**src/sv/brd_pkg.sv**
```systemverilog
// Shared types and constants for the boolean range decoder.
// Used by brd_bit_unit and boolean_range_decoder; no dependencies.
package brd_pkg;

  localparam int unsigned MAX_BYTES_DEF   = 4096;
  localparam int unsigned RESULT_BITS_DEF = 32;

  // Stream widths: input 24 bits (3 bytes), output 34 bits padded to 40
  localparam int unsigned IN_TDATA_W  = 24;
  localparam int unsigned OUT_TDATA_W = 40;

  localparam logic [7:0] RANGE_INIT = 8'd255;

  typedef enum logic [1:0] {
    OP_CLEAR  = 2'd0,
    OP_APPEND = 2'd1,
    OP_START  = 2'd2,
    OP_READ   = 2'd3
  } op_e;

  typedef enum logic [2:0] {
    ST_IDLE,
    ST_HI,
    ST_LO,
    ST_DECIDE,
    ST_NORM,
    ST_FETCH,
    ST_DONE
  } state_e;

  typedef enum logic {
    UNIT_DECIDE,
    UNIT_SHIFT
  } unit_op_e;

  typedef struct packed {
    unit_op_e   op;
    logic [7:0] prob;
    logic       in_bit;
  } unit_req_t;

  typedef struct packed {
    logic [7:0]  range;
    logic [15:0] window;
    logic        bit_val;
  } unit_rsp_t;

endpackage

```
**src/sv/brd_bit_unit.sv**
```systemverilog
// Shared arithmetic unit of the decoder: one bit decision (split, compare,
// subtract) or one normalization shift. Depends on brd_pkg.
module brd_bit_unit (
  input  brd_pkg::unit_req_t req_i,
  input  logic [7:0]         range_i,
  input  logic [15:0]        window_i,
  output brd_pkg::unit_rsp_t rsp_o
);
  import brd_pkg::*;

  logic [15:0] prod;
  logic [7:0]  split;
  logic [15:0] big;

  // split = 1 + ((range - 1) * prob) >> 8, never above range - 1
  assign prod  = 16'(range_i - 8'd1) * 16'(req_i.prob);
  assign split = 8'd1 + prod[15:8];
  assign big   = {split, 8'h00};

  always_comb begin
    rsp_o = '0;
    case (req_i.op)
      UNIT_DECIDE: begin
        if (window_i >= big) begin
          rsp_o.range   = range_i - split;
          rsp_o.window  = window_i - big;
          rsp_o.bit_val = 1'b1;
        end else begin
          rsp_o.range   = split;
          rsp_o.window  = window_i;
          rsp_o.bit_val = 1'b0;
        end
      end
      UNIT_SHIFT: begin
        rsp_o.range   = {range_i[6:0], 1'b0};
        rsp_o.window  = {window_i[14:0], req_i.in_bit};
        rsp_o.bit_val = 1'b0;
      end
      default: begin
        rsp_o = '0;
      end
    endcase
  end

endmodule
```
**config.mk**
```make
export PLATFORM = sky130hd
export DESIGN_NAME = brd_bit_unit
export DESIGN_NICKNAME = d
export VERILOG_FILES = /design/src/sv/brd_pkg.sv /design/src/sv/brd_bit_unit.sv
export SDC_FILE = /design/constraint.sdc
export NUM_CORES = 1
export LEC_CHECK = 0
export BUFFER_PORTS_ARGS = -buffer_cell sky130_fd_sc_hd__buf_4
export CORE_MARGIN = 5
export CORE_UTILIZATION = 57
export DETAILED_ROUTE_END_ITERATION = 16
export PLACE_DENSITY = 0.79
export SLEW_MARGIN = 20
export SYNTH_ARGS = -nofsm -noshare
export SYNTH_HDL_FRONTEND = slang
export SYNTH_SLANG_ARGS = --single-unit
```
**constraint.sdc**
```tcl
create_clock -name vclk -period 18.8
set_input_delay 0.94 -clock vclk [all_inputs]
set_output_delay 0.94 -clock vclk [all_outputs]
set_load 0.005 [all_outputs]
```
======== Yosys cells after proc, flatten, opt, wreduce, memory -nomap -nowiden ========
Cells that the tools add are included.
storage, ports and cells
  input bits .............................. 34
  register bits after elaboration ......... 0
cells by class
  $add $sub $neg .......................... 4
  bitwise gates (word level) .............. 1
  multiplexer cells ....................... 2
  $mul .................................... 1
  $lt $le $gt $ge ......................... 1
operators by type and width
  operator               number
  $pmux W25 S2           1
  $mux W25               1
  $ge A16 B16 Y1         1
  $mul A9 B9 Y16         1
  $sub A16 B16 Y16       1
  $sub A8 B1 Y9 const B  1
  $add A1 B8 Y8 const A  1
  $sub A8 B8 Y8          1
  $not A1 Y1             1

======== Logic depth before layout (Yosys ltp) ========
  depth after elaboration ................. 6
  depth in mapped cells ................... 33

======== Worst setup path before layout ========
Ideal clock, no wire load.
  path kind ............................... input -> output
  from .................................... input range_i[0]
  to ...................................... output rsp_o[9] in the netlist's numbering
  cell stages on the path ................. 29
  setup slack ............................. 9875 ps
  path buffers ............................ 1
  arrival ................................. 7985 ps
  data required time ...................... 17860 ps
  cell sequence ........................... or4_1 -> nor4_1 -> xor2_1 -> nand2_1 -> fa_1 -> inv_1 -> fa_1 -> inv_1 -> fa_1 -> inv_1 -> fa_1 -> ha_1 -> nor3_1 -> a21bo_4 -> a221oi_4 -> inv_1 -> ha_1 -> inv_1 -> fa_1 -> a21oi_1 -> nor2_1 -> nor2_1 -> o21ai_0 -> a41o_1 -> maj3_4 -> a21oi_2 -> buf_4 -> nor2_1 -> o311ai_1
RTL lines
  what         line               RTL
  from (decl)  brd_bit_unit.sv:5  input logic [7:0] range_i,
  to (decl)    brd_bit_unit.sv:7  output brd_pkg::unit_rsp_t rsp_o

==> impl_metrics.json <==
{
  "synthesis.nets": 638,
  "final_hold_viol_count": 0,
  "min_path_type": "primary input to primary output",
  "dr.pass1.iters": 5,
  "io_pins": 59,
  "path_max_fanout": 15,
  "critical_path.top_delay_family": "adder cells",
  "post-place-ws_ns": 8.33,
  "rsz0062_at_grt": "false",
  "chipWidth_um": 95.1,
  "post_cts_buffers": 0,
  "drc": 0,
  "grt_usage_pct": 23.8,
  "wl_um": 10400,
  "relSlewSlack_pct": 46.4,
  "gp_routability_congestion": 0.950,
  "drive_gt1_share_pct": 16.0,
  "ctsHoldBuffers": 0,
  "fin_util_pct": 64.7,
  "core-area_um2": 7140,
  "critical_path_class": "primary input to primary output",
  "fin_ws_ns": 8.16,
  "outcome": "finished, final reports clean",
  "slew_viol_final": 0,
  "arrival_ns": 9.70,
  "seq_cells": 0,
  "dp_hpwl_um": 8870,
  "syn_avg_cell_area_um2": 8.14,
  "die_y_um": 95.1,
  "yosysWarnings": 0,
  "cp-startpoint": "range_i[0]",
  "required_ns": 17.86,
  "startpoint_type": "primary input",
  "cts_resized": 0,
  "drtIter0Drc": 205,
  "drv.max_cap_violation_count": 0,
  "finalCritPeriodShare_pct": 56.6,
  "viasPerCell": 5.74,
  "min_period_ns": 10.64,
  "netlist_area_um2": 4130,
  "ys_types": 74,
  "hp-start": "req_i[0]",
  "num_vias": 3732,
  "grt_pass1_wl_um": 17500,
  "synthCells": 507,
  "antenna_cells": 0,
  "final_nets": 684,
  "io_buffers": 59,
  "crit_path_end_kind": "primary output",
  "fin_cells": 650,
  "synth_seq_area_share_pct": 0,
  "cp.buffers_inverters": 6,
  "row_count": 31,
  "overflow": 0,
  "slowest_delay_ns": 0.66,
  "seq_area_um2": 0,
  "dieArea_um2": 9040,
  "detail-route-antenna-nets": 0,
  "dp.cells": 650,
  "start_util_pct": 57.8,
  "crit_slowest_cell": "xor2_1",
  "max_freq_mhz": 94.0,
  "tightest_slew_ns": 0.801,
  "nClkBuffers": 0,
  "antenna_found_initial": 0,
  "wl_per_cell_um": 16.0,
  "tns_ns": 0,
  "grt_start_max_net_pins": 33,
  "setup-violations-final": 0,
  "syn_to_final_growth_pct": 11.9,
  "grt_pass1_vias": 3800
}
cell families after synthesis:
group | Yosys count | synth area share (%)
adder cells (fa/ha/maj) | 100 | 40.4
AND/OR/NAND/NOR | 167 | 21.5
buffers and inverters | 113 | 10.8
multiplexers | 9 | 2.70
AO/OA/AOI/OAI | 81 | 15.8
XOR/XNOR | 37 | 8.82
cells in the mapped netlist (2+ instances only):
library cell	instances	share of area (%)
buf_2	2	0.24
nand3_1	8	0.97
o211ai_1	2	0.36
xnor2_1	20	4.2
a311o_1	2	0.49
nand2_1	54	4.9
o21ai_1	2	0.24
a31oi_1	7	1.1
and2_1	27	4.1
nor3_1	8	0.97
a21boi_2	2	0.55
mux2_2	7	1.9
buf_4	3	0.55
xor2_1	14	3.0
a311oi_1	2	0.42
or4_1	3	0.55
nor2b_1	11	1.7
inv_1	97	8.8
o21a_1	6	1.1
nor3b_1	3	0.55
nand2b_1	8	1.2
o21ai_0	11	1.3
maj3_1	2	0.49
a21o_1	2	0.36
fa_1	56	27
nor4_1	8	1.2
o31ai_1	5	0.91
nand4_1	3	0.45
nor2_1	23	2.1
o211a_1	2	0.49
a21oi_1	15	1.8
a211oi_1	3	0.55
clkbuf_1	6	0.55
buf_1	3	0.27
ha_1	41	12
through the flow:
step	hold slack [ns]	instance area, um2
floorplan	1.97	4130
global placement	2.16	4620
detailed placement	2.17	4620
CTS	2.17	4620
global route	2.21	4620
finish	2.16	4620
routing by layer:
| layer | share of wire [%] | routed length [um] | GRT usage [%] | up-vias |
|---|---|---|---|---|
| li1 | - | - | - | 1752 |
| met1 | 41 | 4300 | 31.8 | 1839 |
| met2 | 53 | 5490 | 43.7 | 127 |
| met3 | 5.1 | 527 | 1.03 | 14 |
| met4 | 1.0 | 108 | 3.00 | 0 |
| met5 | 0 | 0 | 0 | - |
cell usage in the layout (no fill, tap or decap), types with 14 or more instances in the layout:
master,synthesis,layout
buf_4,3,59
inv_1,97,97
a21oi_1,15,15
nand2_1,54,54
and2_1,27,27
ha_1,41,41
xor2_1,14,14
fa_1,56,56
xnor2_1,20,20
nor2_1,23,23
area by class of cell:
cell class / count / area [um2]
Fill cell: 657 / 2520
Inverter: 98 / 368
Multi-Input combinational cell: 394 / 3680
Tap cell: 99 / 124
Timing Repair Buffer: 59 / 443
final timing paths:
path                        end  slack, ns  cells after the start
worst min-delay path   rsp_o[1]       2.16                      4
worst max-delay path  rsp_o[22]       8.16                     30
Power is not shown: default switching activity piles up to over one toggle a cycle in this logic, so the estimate is an artifact.
